<file path="src/rtl/assert_macros.svh">
// Assertion macros shared by the RTL files that carry checks.
`ifndef ASSERT_MACROS_SVH
`define ASSERT_MACROS_SVH

// Check an implication or expression on every clock edge outside reset.
`define ASSERT_ALWAYS(label, clk, rst, prop, msg) \
  label: assert property (@(posedge clk) disable iff (rst) (prop)) else $error(msg);

// Check that a condition never holds outside reset.
`define ASSERT_NEVER(label, clk, rst, cond, msg) \
  label: assert property (@(posedge clk) disable iff (rst) !(cond)) else $error(msg);

`endif

</file>
<file path="src/rtl/mcdc_pkg.sv">
// Types, constants and helper functions of the pointer gesture classifier.
package mcdc_pkg;

  localparam int COORD_BITS = 16;
  localparam int TIME_BITS  = 32;
  localparam int WHEEL_BITS = 16;
  localparam int BTN_BITS   = 8;
  localparam int GBTN_BITS  = 3;
  localparam int KIND_BITS  = 3;
  localparam int TYPE_BITS  = 2;
  localparam int CFG_BITS   = 32;
  localparam int CFG_IDX_BITS = 1;
  localparam int SQ_BITS    = 16;
  localparam int DT_BITS    = (TIME_BITS > CFG_BITS) ? TIME_BITS : CFG_BITS;
  localparam int ABS_CMP_BITS = (COORD_BITS > 17) ? COORD_BITS : 17;
  localparam int ABS_LIMIT  = 65535;

  localparam logic [CFG_BITS-1:0] MAX_MOVE_SQ_RST  = CFG_BITS'(5);
  localparam logic [CFG_BITS-1:0] MAX_CLICK_MS_RST = CFG_BITS'(250);
  localparam logic [GBTN_BITS-1:0] BTN_MASK = GBTN_BITS'(7);

  localparam int FIFO_DEPTH = 4;
  localparam int PTR_BITS   = $clog2(FIFO_DEPTH);
  localparam int LVL_BITS   = $clog2(FIFO_DEPTH + 1);

  typedef enum logic [TYPE_BITS-1:0] {
    RQ_POINTER = 2'd0,
    RQ_WHEEL   = 2'd1,
    RQ_POLL    = 2'd2
  } req_kind_t;

  typedef enum logic [CFG_IDX_BITS-1:0] {
    CFG_MAX_MOVE_SQ  = 1'd0,
    CFG_MAX_CLICK_MS = 1'd1
  } cfg_idx_t;

  typedef enum logic [1:0] {
    PH_IDLE     = 2'd0,
    PH_PRESSED  = 2'd1,
    PH_RELEASED = 2'd2
  } phase_t;

  typedef enum logic [KIND_BITS-1:0] {
    EV_MOVE  = 3'd0,
    EV_CLICK = 3'd1,
    EV_DBL   = 3'd2,
    EV_DRAG  = 3'd3,
    EV_WHEEL = 3'd4
  } kind_t;

  typedef struct packed {
    logic [TYPE_BITS-1:0]         req_type;
    logic [BTN_BITS-1:0]          buttons;
    logic signed [COORD_BITS-1:0] pos_x;
    logic signed [COORD_BITS-1:0] pos_y;
    logic signed [WHEEL_BITS-1:0] wheel_delta;
    logic [TIME_BITS-1:0]         now_ms;
  } req_t;

  typedef struct packed {
    logic [KIND_BITS-1:0]         event_kind;
    logic [BTN_BITS-1:0]          event_buttons;
    logic signed [COORD_BITS-1:0] event_x;
    logic signed [COORD_BITS-1:0] event_y;
    logic signed [WHEEL_BITS-1:0] event_wheel;
    logic                         last_of_run;
  } evt_t;

  // Up to two events produced by one request, in order.
  typedef struct packed {
    logic [1:0] count;
    evt_t       ev0;
    evt_t       ev1;
  } push_t;

  typedef struct packed {
    logic                space;
    logic [LVL_BITS-1:0] level;
  } fifo_stat_t;

  function automatic evt_t make_evt(kind_t kind, logic [BTN_BITS-1:0] btn,
                                    logic signed [COORD_BITS-1:0] x,
                                    logic signed [COORD_BITS-1:0] y,
                                    logic signed [WHEEL_BITS-1:0] wheel,
                                    logic last);
    evt_t e;
    e.event_kind    = kind;
    e.event_buttons = btn;
    e.event_x       = x;
    e.event_y       = y;
    e.event_wheel   = wheel;
    e.last_of_run   = last;
    return e;
  endfunction

  function automatic logic one_bit(logic [GBTN_BITS-1:0] v);
    return (v != '0) && ((v & (v - GBTN_BITS'(1))) == '0);
  endfunction

endpackage

</file>
<file path="src/rtl/mcdc_classify.sv">
// Gesture state machine and event decision for one request per cycle while fire is high.
module mcdc_classify import mcdc_pkg::*; (
  input  logic                clk,
  input  logic                rst,
  input  req_t                item,
  input  logic                fire,
  input  logic [CFG_BITS-1:0] max_move_sq,
  input  logic [CFG_BITS-1:0] max_click_ms,
  output push_t               push
);

  phase_t                       phase, phase_next;
  logic [GBTN_BITS-1:0]         gesture_button, gesture_button_next;
  logic [BTN_BITS-1:0]          press_buttons, press_buttons_next;
  logic signed [COORD_BITS-1:0] press_x, press_x_next;
  logic signed [COORD_BITS-1:0] press_y, press_y_next;
  logic [TIME_BITS-1:0]         press_time, press_time_next;
  logic [BTN_BITS-1:0]          prev_buttons;
  logic signed [COORD_BITS-1:0] prev_x, prev_y;
  logic                         upd_prev;

  logic [BTN_BITS-1:0]          cur_btn;
  logic signed [COORD_BITS-1:0] cur_x, cur_y;
  logic signed [COORD_BITS:0]   dx, dy;
  logic [COORD_BITS-1:0]        ax, ay;
  logic [SQ_BITS-1:0]           sx, sy;
  logic [2*SQ_BITS-1:0]         sqx, sqy;
  logic [2*SQ_BITS:0]           dist_sq;
  logic [TIME_BITS-1:0]         dt;
  logic                         big, far_d, late, fol;
  logic [GBTN_BITS-1:0]         changes, pressed, released;
  phase_t                       ph;

  logic  a_en, b_en, cancel, start;
  kind_t a_kind, b_kind;
  evt_t  ev_a, ev_b;

  // Current point: idle polls reuse the last reported point.
  always_comb begin
    if (item.req_type == RQ_POLL) begin
      cur_btn = prev_buttons;
      cur_x   = prev_x;
      cur_y   = prev_y;
    end else begin
      cur_btn = item.buttons;
      cur_x   = item.pos_x;
      cur_y   = item.pos_y;
    end
  end

  // Distance and elapsed time against the press.
  always_comb begin
    dx      = {cur_x[COORD_BITS-1], cur_x} - {press_x[COORD_BITS-1], press_x};
    dy      = {cur_y[COORD_BITS-1], cur_y} - {press_y[COORD_BITS-1], press_y};
    ax      = COORD_BITS'(dx[COORD_BITS] ? -dx : dx);
    ay      = COORD_BITS'(dy[COORD_BITS] ? -dy : dy);
    big     = (ABS_CMP_BITS'(ax) > ABS_CMP_BITS'(ABS_LIMIT)) ||
              (ABS_CMP_BITS'(ay) > ABS_CMP_BITS'(ABS_LIMIT));
    sx      = SQ_BITS'(ax);
    sy      = SQ_BITS'(ay);
    sqx     = sx * sx;
    sqy     = sy * sy;
    dist_sq = {1'b0, sqx} + {1'b0, sqy};
    far_d   = dist_sq > (2*SQ_BITS+1)'(max_move_sq);
    dt      = item.now_ms - press_time;
    late    = DT_BITS'(dt) > DT_BITS'(max_click_ms);
    fol     = big || far_d || late;
  end

  always_comb begin
    unique case (phase)
      PH_PRESSED:  ph = PH_PRESSED;
      PH_RELEASED: ph = PH_RELEASED;
      default:     ph = PH_IDLE;
    endcase
    changes  = (prev_buttons[GBTN_BITS-1:0] ^ item.buttons[GBTN_BITS-1:0]) & BTN_MASK;
    pressed  = ~prev_buttons[GBTN_BITS-1:0] & item.buttons[GBTN_BITS-1:0] & BTN_MASK;
    released = prev_buttons[GBTN_BITS-1:0] & ~item.buttons[GBTN_BITS-1:0] & BTN_MASK;
  end

  // Every request yields an optional event at the press point (A), then an
  // optional event at the current point (B).
  always_comb begin
    a_en       = 1'b0;
    a_kind     = EV_MOVE;
    b_en       = 1'b0;
    b_kind     = EV_MOVE;
    cancel     = 1'b0;
    start      = 1'b0;
    upd_prev   = 1'b0;
    phase_next = ph;
    press_time_next = press_time;

    unique case (item.req_type)
      RQ_POINTER: begin
        upd_prev = 1'b1;
        if (changes != '0) begin
          if (released == '0 && one_bit(pressed)) begin
            unique case (ph)
              PH_IDLE: start = 1'b1;
              PH_RELEASED: begin
                if (gesture_button != pressed) begin
                  a_en   = 1'b1;
                  a_kind = EV_CLICK;
                  start  = 1'b1;
                end else begin
                  a_en = 1'b1;
                  if (fol) begin
                    a_kind = EV_CLICK;
                    b_en   = 1'b1;
                    b_kind = EV_DRAG;
                    cancel = 1'b1;
                  end else begin
                    a_kind = EV_DBL;
                  end
                  phase_next = PH_IDLE;
                end
              end
              default: begin
                a_en   = 1'b1;
                a_kind = EV_MOVE;
                start  = 1'b1;
              end
            endcase
          end else if (pressed == '0 && one_bit(released)) begin
            unique case (ph)
              PH_IDLE: b_en = 1'b1;
              PH_PRESSED: begin
                if (fol || gesture_button != released) begin
                  a_en       = 1'b1;
                  a_kind     = fol ? EV_DRAG : EV_CLICK;
                  b_en       = 1'b1;
                  cancel     = 1'b1;
                  phase_next = PH_IDLE;
                end else begin
                  phase_next      = PH_RELEASED;
                  press_time_next = item.now_ms;
                end
              end
              default: begin
                a_en       = 1'b1;
                a_kind     = EV_CLICK;
                b_en       = 1'b1;
                cancel     = 1'b1;
                phase_next = PH_IDLE;
              end
            endcase
          end else begin
            // several buttons at once: cancel the gesture
            b_en = 1'b1;
            if (ph != PH_IDLE) begin
              a_en   = 1'b1;
              a_kind = (ph == PH_PRESSED) ? EV_DRAG : EV_CLICK;
              cancel = 1'b1;
            end
            phase_next = PH_IDLE;
          end
        end else begin
          if (ph == PH_IDLE) begin
            b_en = 1'b1;
          end else if (fol) begin
            a_en       = 1'b1;
            a_kind     = (ph == PH_PRESSED) ? EV_DRAG : EV_CLICK;
            b_en       = 1'b1;
            cancel     = 1'b1;
            phase_next = PH_IDLE;
          end
        end
      end
      RQ_WHEEL: begin
        upd_prev   = 1'b1;
        a_en       = (ph != PH_IDLE);
        a_kind     = (ph == PH_PRESSED) ? EV_MOVE : EV_CLICK;
        b_en       = 1'b1;
        b_kind     = EV_WHEEL;
        phase_next = PH_IDLE;
      end
      RQ_POLL: begin
        if (ph != PH_IDLE && late) begin
          a_en       = 1'b1;
          a_kind     = (ph == PH_PRESSED) ? EV_DRAG : EV_CLICK;
          b_en       = 1'b1;
          cancel     = 1'b1;
          phase_next = PH_IDLE;
        end
      end
      default: ;
    endcase

    // drop the trailing move of a cancel pair when the pointer never left
    if (cancel && b_kind == EV_MOVE && cur_x == press_x && cur_y == press_y) begin
      b_en = 1'b0;
    end

    gesture_button_next = gesture_button;
    press_buttons_next  = press_buttons;
    press_x_next        = press_x;
    press_y_next        = press_y;
    if (start) begin
      gesture_button_next = pressed;
      press_buttons_next  = item.buttons;
      press_x_next        = item.pos_x;
      press_y_next        = item.pos_y;
      press_time_next     = item.now_ms;
      phase_next          = PH_PRESSED;
    end
  end

  always_comb begin
    ev_a = make_evt(a_kind, press_buttons, press_x, press_y, '0, !b_en);
    ev_b = make_evt(b_kind, cur_btn, cur_x, cur_y,
                    (b_kind == EV_WHEEL) ? item.wheel_delta : '0, 1'b1);
    push.count = {1'b0, a_en} + {1'b0, b_en};
    push.ev0   = a_en ? ev_a : ev_b;
    push.ev1   = ev_b;
  end

  always_ff @(posedge clk) begin
    if (rst) begin
      phase          <= PH_IDLE;
      gesture_button <= '0;
      press_buttons  <= '0;
      press_x        <= '0;
      press_y        <= '0;
      press_time     <= '0;
      prev_buttons   <= '0;
      prev_x         <= '0;
      prev_y         <= '0;
    end else if (fire) begin
      phase          <= phase_next;
      gesture_button <= gesture_button_next;
      press_buttons  <= press_buttons_next;
      press_x        <= press_x_next;
      press_y        <= press_y_next;
      press_time     <= press_time_next;
      if (upd_prev) begin
        prev_buttons <= item.buttons;
        prev_x       <= item.pos_x;
        prev_y       <= item.pos_y;
      end
    end
  end

endmodule

</file>
<file path="src/rtl/mcdc_evt_fifo.sv">
// Small event queue: takes up to two events per cycle, hands out one while evt_ready is high.
module mcdc_evt_fifo import mcdc_pkg::*; (
  input  logic       clk,
  input  logic       rst,
  input  logic       push_en,
  input  push_t      push,
  output logic       evt_valid,
  input  logic       evt_ready,
  output evt_t       evt,
  output fifo_stat_t stat
);

  evt_t                mem [FIFO_DEPTH];
  logic [PTR_BITS-1:0] wr_ptr, rd_ptr;
  logic [LVL_BITS-1:0] level;
  logic [1:0]          push_n;
  logic                pop;

  assign push_n     = push_en ? push.count : 2'd0;
  assign pop        = evt_valid && evt_ready;
  assign evt_valid  = (level != '0);
  assign evt        = mem[rd_ptr];
  assign stat.space = (level <= LVL_BITS'(FIFO_DEPTH - 2));
  assign stat.level = level;

  always_ff @(posedge clk) begin
    if (push_n != 2'd0) begin
      mem[wr_ptr] <= push.ev0;
    end
    if (push_n == 2'd2) begin
      mem[wr_ptr + PTR_BITS'(1)] <= push.ev1;
    end
  end

  always_ff @(posedge clk) begin
    if (rst) begin
      wr_ptr <= '0;
      rd_ptr <= '0;
      level  <= '0;
    end else begin
      wr_ptr <= wr_ptr + PTR_BITS'(push_n);
      rd_ptr <= rd_ptr + PTR_BITS'(pop);
      level  <= level + LVL_BITS'(push_n) - LVL_BITS'(pop);
    end
  end

endmodule

</file>
<file path="src/rtl/mouse_click_drag_classifier.sv">
// Top level of the pointer gesture classifier: request register, settings, event queue.
//
// Usage:
//   req channel (req_valid/req_ready/req): one pointer report, wheel report or
//     idle poll per request, each with its millisecond timestamp.
//   evt channel (evt_valid/evt_ready/evt): move, click, double-click, drag
//     start and wheel events; last_of_run marks the final event of a request.
//     A request yields zero, one or two events.
//   cfg channel (cfg_valid/cfg_ready/cfg_index/cfg_data): always ready; write
//     max_move_sq or max_click_ms only while no request is in flight.
// Path: an accepted request waits in the request register until it fires, is then
//   classified, and its events pass through the queue before they are offered on evt.
// Throughput: one request per cycle while each yields at most one event and evt_ready
//   stays high; the events of a request leave the single output port one at a time.
//   The classifier fires only when the four-entry event queue has room for two.
// Reset (rst, synchronous): gesture machine to idle, stored points and times to
//   zero, max_move_sq to 5, max_click_ms to 250, queue empty.
// Receiver stall: events wait in the queue; once it is nearly full the held
//   request stays put and req_ready drops until space frees up.
`include "assert_macros.svh"

module mouse_click_drag_classifier import mcdc_pkg::*; (
  input  logic                    clk,
  input  logic                    rst,
  input  logic                    req_valid,
  output logic                    req_ready,
  input  req_t                    req,
  output logic                    evt_valid,
  input  logic                    evt_ready,
  output evt_t                    evt,
  input  logic                    cfg_valid,
  output logic                    cfg_ready,
  input  logic [CFG_IDX_BITS-1:0] cfg_index,
  input  logic [CFG_BITS-1:0]     cfg_data
);

  // Held request and its valid flag.
  req_t       req_q;
  logic       req_q_valid;
  logic       fire;

  logic [CFG_BITS-1:0] max_move_sq;
  logic [CFG_BITS-1:0] max_click_ms;

  push_t      push;
  fifo_stat_t fifo_stat;

  // Classify the held request as soon as the queue can take two events.
  assign fire      = req_q_valid && fifo_stat.space;
  assign req_ready = !req_q_valid || fire;
  assign cfg_ready = 1'b1;

  always_ff @(posedge clk) begin
    if (rst) begin
      req_q_valid <= 1'b0;
    end else if (req_valid && req_ready) begin
      req_q_valid <= 1'b1;
    end else if (fire) begin
      req_q_valid <= 1'b0;
    end
  end

  // Payload register: load on every accepted request, hold otherwise.
  always_ff @(posedge clk) begin
    if (req_valid && req_ready) begin
      req_q <= req;
    end
  end

  always_ff @(posedge clk) begin
    if (rst) begin
      max_move_sq  <= MAX_MOVE_SQ_RST;
      max_click_ms <= MAX_CLICK_MS_RST;
    end else if (cfg_valid && cfg_ready) begin
      unique case (cfg_index)
        CFG_MAX_MOVE_SQ:  max_move_sq  <= cfg_data;
        CFG_MAX_CLICK_MS: max_click_ms <= cfg_data;
        default: ;
      endcase
    end
  end

  mcdc_classify u_classify (
    .clk          (clk),
    .rst          (rst),
    .item         (req_q),
    .fire         (fire),
    .max_move_sq  (max_move_sq),
    .max_click_ms (max_click_ms),
    .push         (push)
  );

  mcdc_evt_fifo u_evt_fifo (
    .clk       (clk),
    .rst       (rst),
    .push_en   (fire),
    .push      (push),
    .evt_valid (evt_valid),
    .evt_ready (evt_ready),
    .evt       (evt),
    .stat      (fifo_stat)
  );

  // A held request that is not classified stays, unchanged.
  `ASSERT_ALWAYS(a_req_hold, clk, rst,
    (req_q_valid && !fire) |=> (req_q_valid && $stable(req_q)), "held request lost")
  // The queue never overfills.
  `ASSERT_NEVER(a_fifo_over, clk, rst,
    fifo_stat.level > LVL_BITS'(FIFO_DEPTH), "event queue overflow")
  // Without a push or a pop the queue level holds.
  `ASSERT_ALWAYS(a_fifo_level, clk, rst,
    (!fire && !(evt_valid && evt_ready)) |=> $stable(fifo_stat.level),
    "event queue level moved without traffic")

endmodule
</file>
<file path="config.mk">
export PLATFORM = sky130hd
export DESIGN_NAME = mouse_click_drag_classifier
export DESIGN_NICKNAME = d
export VERILOG_FILES = /design/src/rtl/mcdc_pkg.sv /design/src/rtl/mcdc_classify.sv /design/src/rtl/mcdc_evt_fifo.sv /design/src/rtl/mouse_click_drag_classifier.sv
export VERILOG_INCLUDE_DIRS = /design/src /design/src/rtl
export SDC_FILE = /design/constraint.sdc
export NUM_CORES = 2
export LEC_CHECK = 0
export BUFFER_PORTS_ARGS = -buffer_cell sky130_fd_sc_hd__buf_2
export CORE_MARGIN = 8
export CORE_UTILIZATION = 58
export CTS_CLUSTER_SIZE = 16
export DETAILED_ROUTE_END_ITERATION = 12
export HOLD_SLACK_MARGIN = 0.06
export PLACE_DENSITY = 0.79
export SYNTH_ARGS = -nofsm -noshare
export SYNTH_HDL_FRONTEND = slang
export SYNTH_HIERARCHICAL = 1
export SYNTH_SLANG_ARGS = --single-unit
</file>
<file path="constraint.sdc">
create_clock -name clk -period 15.9 [get_ports clk]
set_input_delay 0 -clock clk [delete_from_list [all_inputs] [get_ports clk]]
set_output_delay 0 -clock clk [all_outputs]
set_load 0.05 [all_outputs]
</file>
# Word level (Yosys, flattened, before mapping)
# Memory sizes are Yosys's and may differ from the RTL's. A register that Yosys moved wholly into a read port is not among the register bits.
# Cells that the tools add are included.
[classes]
n_eq_ne = 14
addsub = 14
n_bitwise = 8
muxes = 86
magnitude_cmp = 3
n_reduce_logical = 40
mul = 2
[ops]
columns = ["cell", "count"]
rows = [
  ["$mux W32", 7],
  ["$mux W16", 5],
  ["$mul A16 B16 Y32", 2],
  ["$mux W60", 1],
  ["$mux W3", 14],
  ["$sub A16 B16 Y17", 2],
  ["$add A32 B32 Y33", 1],
  ["$gt A33 B32 Y1", 1],
  ["$eq A16 B16 Y1", 2],
  ["$gt A32 B32 Y1", 1],
  ["$mux W1", 32],
  ["$mux W2", 16],
  ["$neg A16 Y16", 2],
  ["$sub A32 B32 Y32", 1],
  ["$logic_not A3 Y1", 5],
  ["$reduce_bool A2 Y1", 7],
  ["$and A3 B3 Y3", 4],
  ["$pmux W3 S2", 2],
  ["$reduce_bool A3 Y1", 4],
  ["$logic_and A1 B1 Y1", 11],
  ["$pmux W3 S3", 1],
  ["$eq A2 B2 Y1 const B", 4],
  ["$mux W8", 1],
  ["$pmux W2 S2", 2],
  ["other kinds (24)", 39],
]
[word_totals]
mem_count = 1
word_cells = 189
output_inout_bits = 63
ff_bits = 279
ram_bits = 240
inputBits = 128
[memory_table]
columns = ["name", "depth", "word_bits", "rd", "rd_clocked_by_memory_dff", "wr", "line_no", "source"]
rows = [
  ["u_evt_fifo.mem", 4, 60, 1, 1, 2, "mcdc_evt_fifo.sv:13", "evt_t mem [FIFO_DEPTH];"],
]

# Logic depth before layout (Yosys ltp)
[depth]
ltp_word = 25
ltp_mapped = 67
ltp_nobuf = 63

# By module
# Netlist, hierarchy kept.
[modules_own_cells]
columns = ["module", "seq_area_each_um2", "cells_each", "area_per_inst_um2", "instances"]
rows = [
  ["mcdc_classify", 2342.2, 3199, 26563.0, 1],
  ["mcdc_evt_fifo", 7347.0, 636, 12164.2, 1],
  ["mouse_click_drag_classifier", 4003.8, 345, 5390.2, 1],
]

# Worst setup path after synthesis
# Ideal clock, no wire load.
[synth_timing]
kind = "register to register"
startpoint = "register req_q[89] in the netlist's numbering"
endpoint = "memory u_evt_fifo/mem[1][0] in the netlist's numbering, enable pin"
setup_ns = 0.478
path_stages_with_launch = 56
required_time_ns = 15.422
path_buffers = 6
synth_period_minus_slack_ns = 16.871
slack_ns = -0.971
arrival_ns = 16.393
cell_sequence = "edfxtp_1 > clkbuf_1 > nor2b_1 > clkbuf_1 > clkbuf_1 > mux2_2 > ha_1 > buf_6 > nor2_2 > a211oi_2 > or3_1 > a2111o_1 > or4_4 > o21a_1 > xnor2_1 > clkinv_1 > nand2_1 > inv_1 > [... 20 more ...] > o21bai_1 > a21oi_1 > xnor2_1 > ha_1 > a2111oi_0 > nand2b_1 > a2111oi_0 > o31a_1 > nand2_1 > a21oi_1 > nor2_2 > o21a_1 > buf_6 > buf_2 > ha_1 > mux2_2 > nand2_1 > nor2_1"
[synth_rtl]
columns = ["item", "line_no", "source"]
rows = [
  ["from (decl)", "mouse_click_drag_classifier.sv:38", "req_t req_q;"],
  ["from (signal assigned)", "mouse_click_drag_classifier.sv:66", "req_q <= req;"],
  ["to (decl)", "mcdc_evt_fifo.sv:13", ""],
]

==> flow_metrics.py <==
metrics = {
    "flow_run": {
        "drv_cap": 0,
    },
    "sta": {
        "max_freq_mhz": 65.6,
        "post-route-period-util_pct": 95.8,
        "relSlewSlack_pct": 20.4,
        "skew_ps": 86.6,
        "finalHoldViolCount": 0,
        "setup_viol": 0,
        "drv_slew": 0,
        "worstMarginPinSlew_ps": 1190,
        "min_period_ps": 15240,
    },
    "setup_path": {
        "r2r_start": "req_q[88]",
        "start_kind": "flip-flop",
        "path_max_fanout": 37,
        "crit_slowest_cell": "fa_1",
        "worstRegToRegCells": 57,
        "cp-end-kind": "flip-flop",
        "reg2reg_slack_ps": 660,
        "cp.arrival_ps": 15550,
        "critical-path-top-delay-family": "adder cells",
        "slowest_delay_ps": 590,
        "reg2reg_to": "u_evt_fifo/mem[0][44]",
        "worst_path_most_repeated_cell": "fa_1",
        "cp.required_ps": 16210,
        "critPathBufInv": 11,
        "path_class": "reg -> reg",
    },
    "outcome": {
        "outcome": "completed",
    },
    "drt": {
        "drt-total-wl_mm": 112,
        "drt_iter0_markers": 2521,
        "remaining_drc_errors": 0,
        "drt-pass1-iter-count": 7,
        "avgRoutedWirePerCell_um": 20.0,
        "routed_via_density": 5.70,
        "dr_total_vias": 31800,
        "ant_nets": 0,
    },
    "floorplanning": {
        "fp-row-count": 101,
        "floorplan.initialDensity_pct": 58.4,
        "coreArea_mm2": 0.0756,
        "chipHeight_um": 292,
        "io_pins": 191,
        "die_area_mm2": 0.0851,
        "die_w_um": 292,
    },
    "clocking": {
        "clk-insertion-delay-late_ps": 640,
        "clkTransAtPathRegs_ps": 60,
        "cts_buffers": 55,
        "clockBufferDepth": 3,
        "htree_levels": 2,
        "cts_tree": "built",
        "cts_root_buf": "clkbuf_16",
        "clock_sinks": 519,
    },
    "min_path": {
        "min_from": "req[59]",
        "hp-class": "in -> reg",
        "min_path_cells": 2,
        "hold_path_end": "req_q[59]",
    },
    "global_routing": {
        "antenna_found_initial": 2,
        "grt_pass1_wl_mm": 178,
        "grt_max_degree": 95,
        "overflow": 0,
        "grt_use_total_pct": 25.9,
        "grt_pass1_vias": 33400,
    },
    "synthesis": {
        "synth_common_cells": "inv_1, fa_1, nand2_1, ha_1, edfxtp_1",
        "synth_cell_types": 81,
        "synth_nets": 5033,
        "yosysWarnings": 6,
        "yosysMostFrequentCell": "inv_1",
        "ys_seq_area_share_pct": 31.0,
        "syn-cell-area_mm2": 0.0441,
        "synth_edf_count": 330,
        "synth_ff_type": "edfxtp_1",
        "synth_seq_cells": 519,
        "synth_area_leaders": "edfxtp_1, fa_1, ha_1, dfxtp_1, mux2_2",
        "async_flop_share_pct": 0,
        "syn_inst": 4180,
        "yosys.area.top_type_share_pct": 22.5,
        "yosysTopAreaCell": "edfxtp_1",
        "synth_area_per_cell_um2": 10.6,
    },
    "finish": {
        "finalNetCount": 5410,
        "drive_gt1_share_pct": 17.6,
        "final_cells": 5584,
        "area_delta_synth_final_pct": 14.5,
    },
    "placed_design": {
        "gp_congestion": 0.976,
        "port_buffers": 189,
        "dp_cells": 5281,
        "hpwl_mm": 79.9,
    },
}
-- timing repair --
| item | in CTS | in global routing |
|---|---|---|
| gates resized for setup | 0 | 26 |
| endpoints found under the setup margin | 0 | 484 |
| buffers inserted | 0 | 5 |
| hold buffers | 191 | 0 |
| endpoints found under the hold margin | 242 | 0 |
-- per-layer routing --
metal | vias up | track usage, % | wire, µm
met1 | 15600 | 32.8 | 44500
met5 | - | 0 | 0
met3 | 318 | 3.48 | 7120
met4 | 0 | 10.8 | 5080
li1 | 14600 | - | -
met2 | 1288 | 44.5 | 54800
-- placed cells by master (no fill, tap or decap), types with 39 or more instances in the layout --
master           n
ha_1           332
edfxtp_1       330
dlygate4sd3_1  191
and2_1          41
clkbuf_16       58
a21o_1          55
nor2b_1         39
dfxtp_1        187
fa_1           392
nand2_1        336
inv_1          707
mux4_2          60
a21oi_1        174
o21ai_0         67
xor2_1          51
mux2_4          70
mux2i_1         86
xnor2_1         71
buf_2          188
nor3_1          43
nor2_1         238
buf_4           79
mux2_2         250
nand2b_1       168
-- how the worst max path moves through the flow --
stage,to,slack [ps],depth (start not counted),start
after floorplan,u_evt_fifo/mem[1][0],30,55,req_q[89]
after global placement,u_evt_fifo/mem[0][26],690,54,req_q[88]
after detailed placement,u_evt_fifo/mem[0][14],310,54,req_q[88]
after CTS,u_evt_fifo/mem[0][44],270,54,req_q[88]
after global routing,u_evt_fifo/level[2],-30,62,req_q[88]
final,u_evt_fifo/mem[0][44],660,57,req_q[88]
-- metrics by stage --
stage	hold slack, ps	cell area (µm²)	utilization, %	setup TNS [ps]	setup WS [ps]
5_1_grt	80.2	50500	66.8	-32.9	-32.9
3_5_place_dp	178	46400	61.5	0	310
6_report	84.0	50500	66.8	0	662
3_3_place_gp	176	46400	61.5	0	687
4_1_cts	60.1	50300	66.6	0	269
2_1_floorplan	71.6	44100	-	0	29.5
-- final cells by class --
class / count / area [µm²]
Sequential cell: 519 / 13700
Inverter: 718 / 2700
Multi-Input combinational cell: 2791 / 27200
Fill cell: 5471 / 25100
Antenna cell: 2 / 5.00
Timing Repair Buffer: 472 / 3720
Tap cell: 978 / 1220
Clock buffer: 80 / 1600
Clock inverter: 24 / 354
-- state kept, by name, indices dropped and copies added (netlist names), 3 cells and up --
register / cells
u_classify/press_y: 16
u_classify/press_buttons: 8
req_q: 90
max_move_sq: 32
u_classify/prev_x: 16
u_evt_fifo/level: 3
u_classify/press_time: 32
u_classify/prev_buttons: 8
u_classify/press_x: 16
max_click_ms: 32
u_classify/gesture_button: 3
u_classify/prev_y: 16
u_evt_fifo/mem: 240
-- cell families (layout without fill, tap and decap cells) --
| group | count (synthesis) | in the layout | share of synthesized area (%) |
|---|---|---|---|
| compound gates | 458 | 458 | 6.62 |
| xor+xnor | 126 | 126 | 2.50 |
| fa+ha+maj | 725 | 725 | 27.2 |
| buf+inv | 870 | 1294 | 7.76 |
| flops | 519 | 519 | 31.0 |
| mux | 466 | 466 | 13.8 |
| other cells | 2 | 4 | 0.0170 |
| simple gates | 1014 | 1014 | 11.1 |
-- worst register-to-register path, delay by kind of cell (launching register included) --
family,cells,cell delay [ps]
AND/OR/NAND/NOR,12,2380
buffers and inverters,11,1940
AO/OA/AOI/OAI,15,3100
XOR/XNOR,2,310
flip-flops,1,430
adder cells (fa/ha/maj),13,5740
multiplexers,4,1080
Power is not shown: default switching activity piles up to over one toggle a cycle in this logic, so the estimate is an artifact.
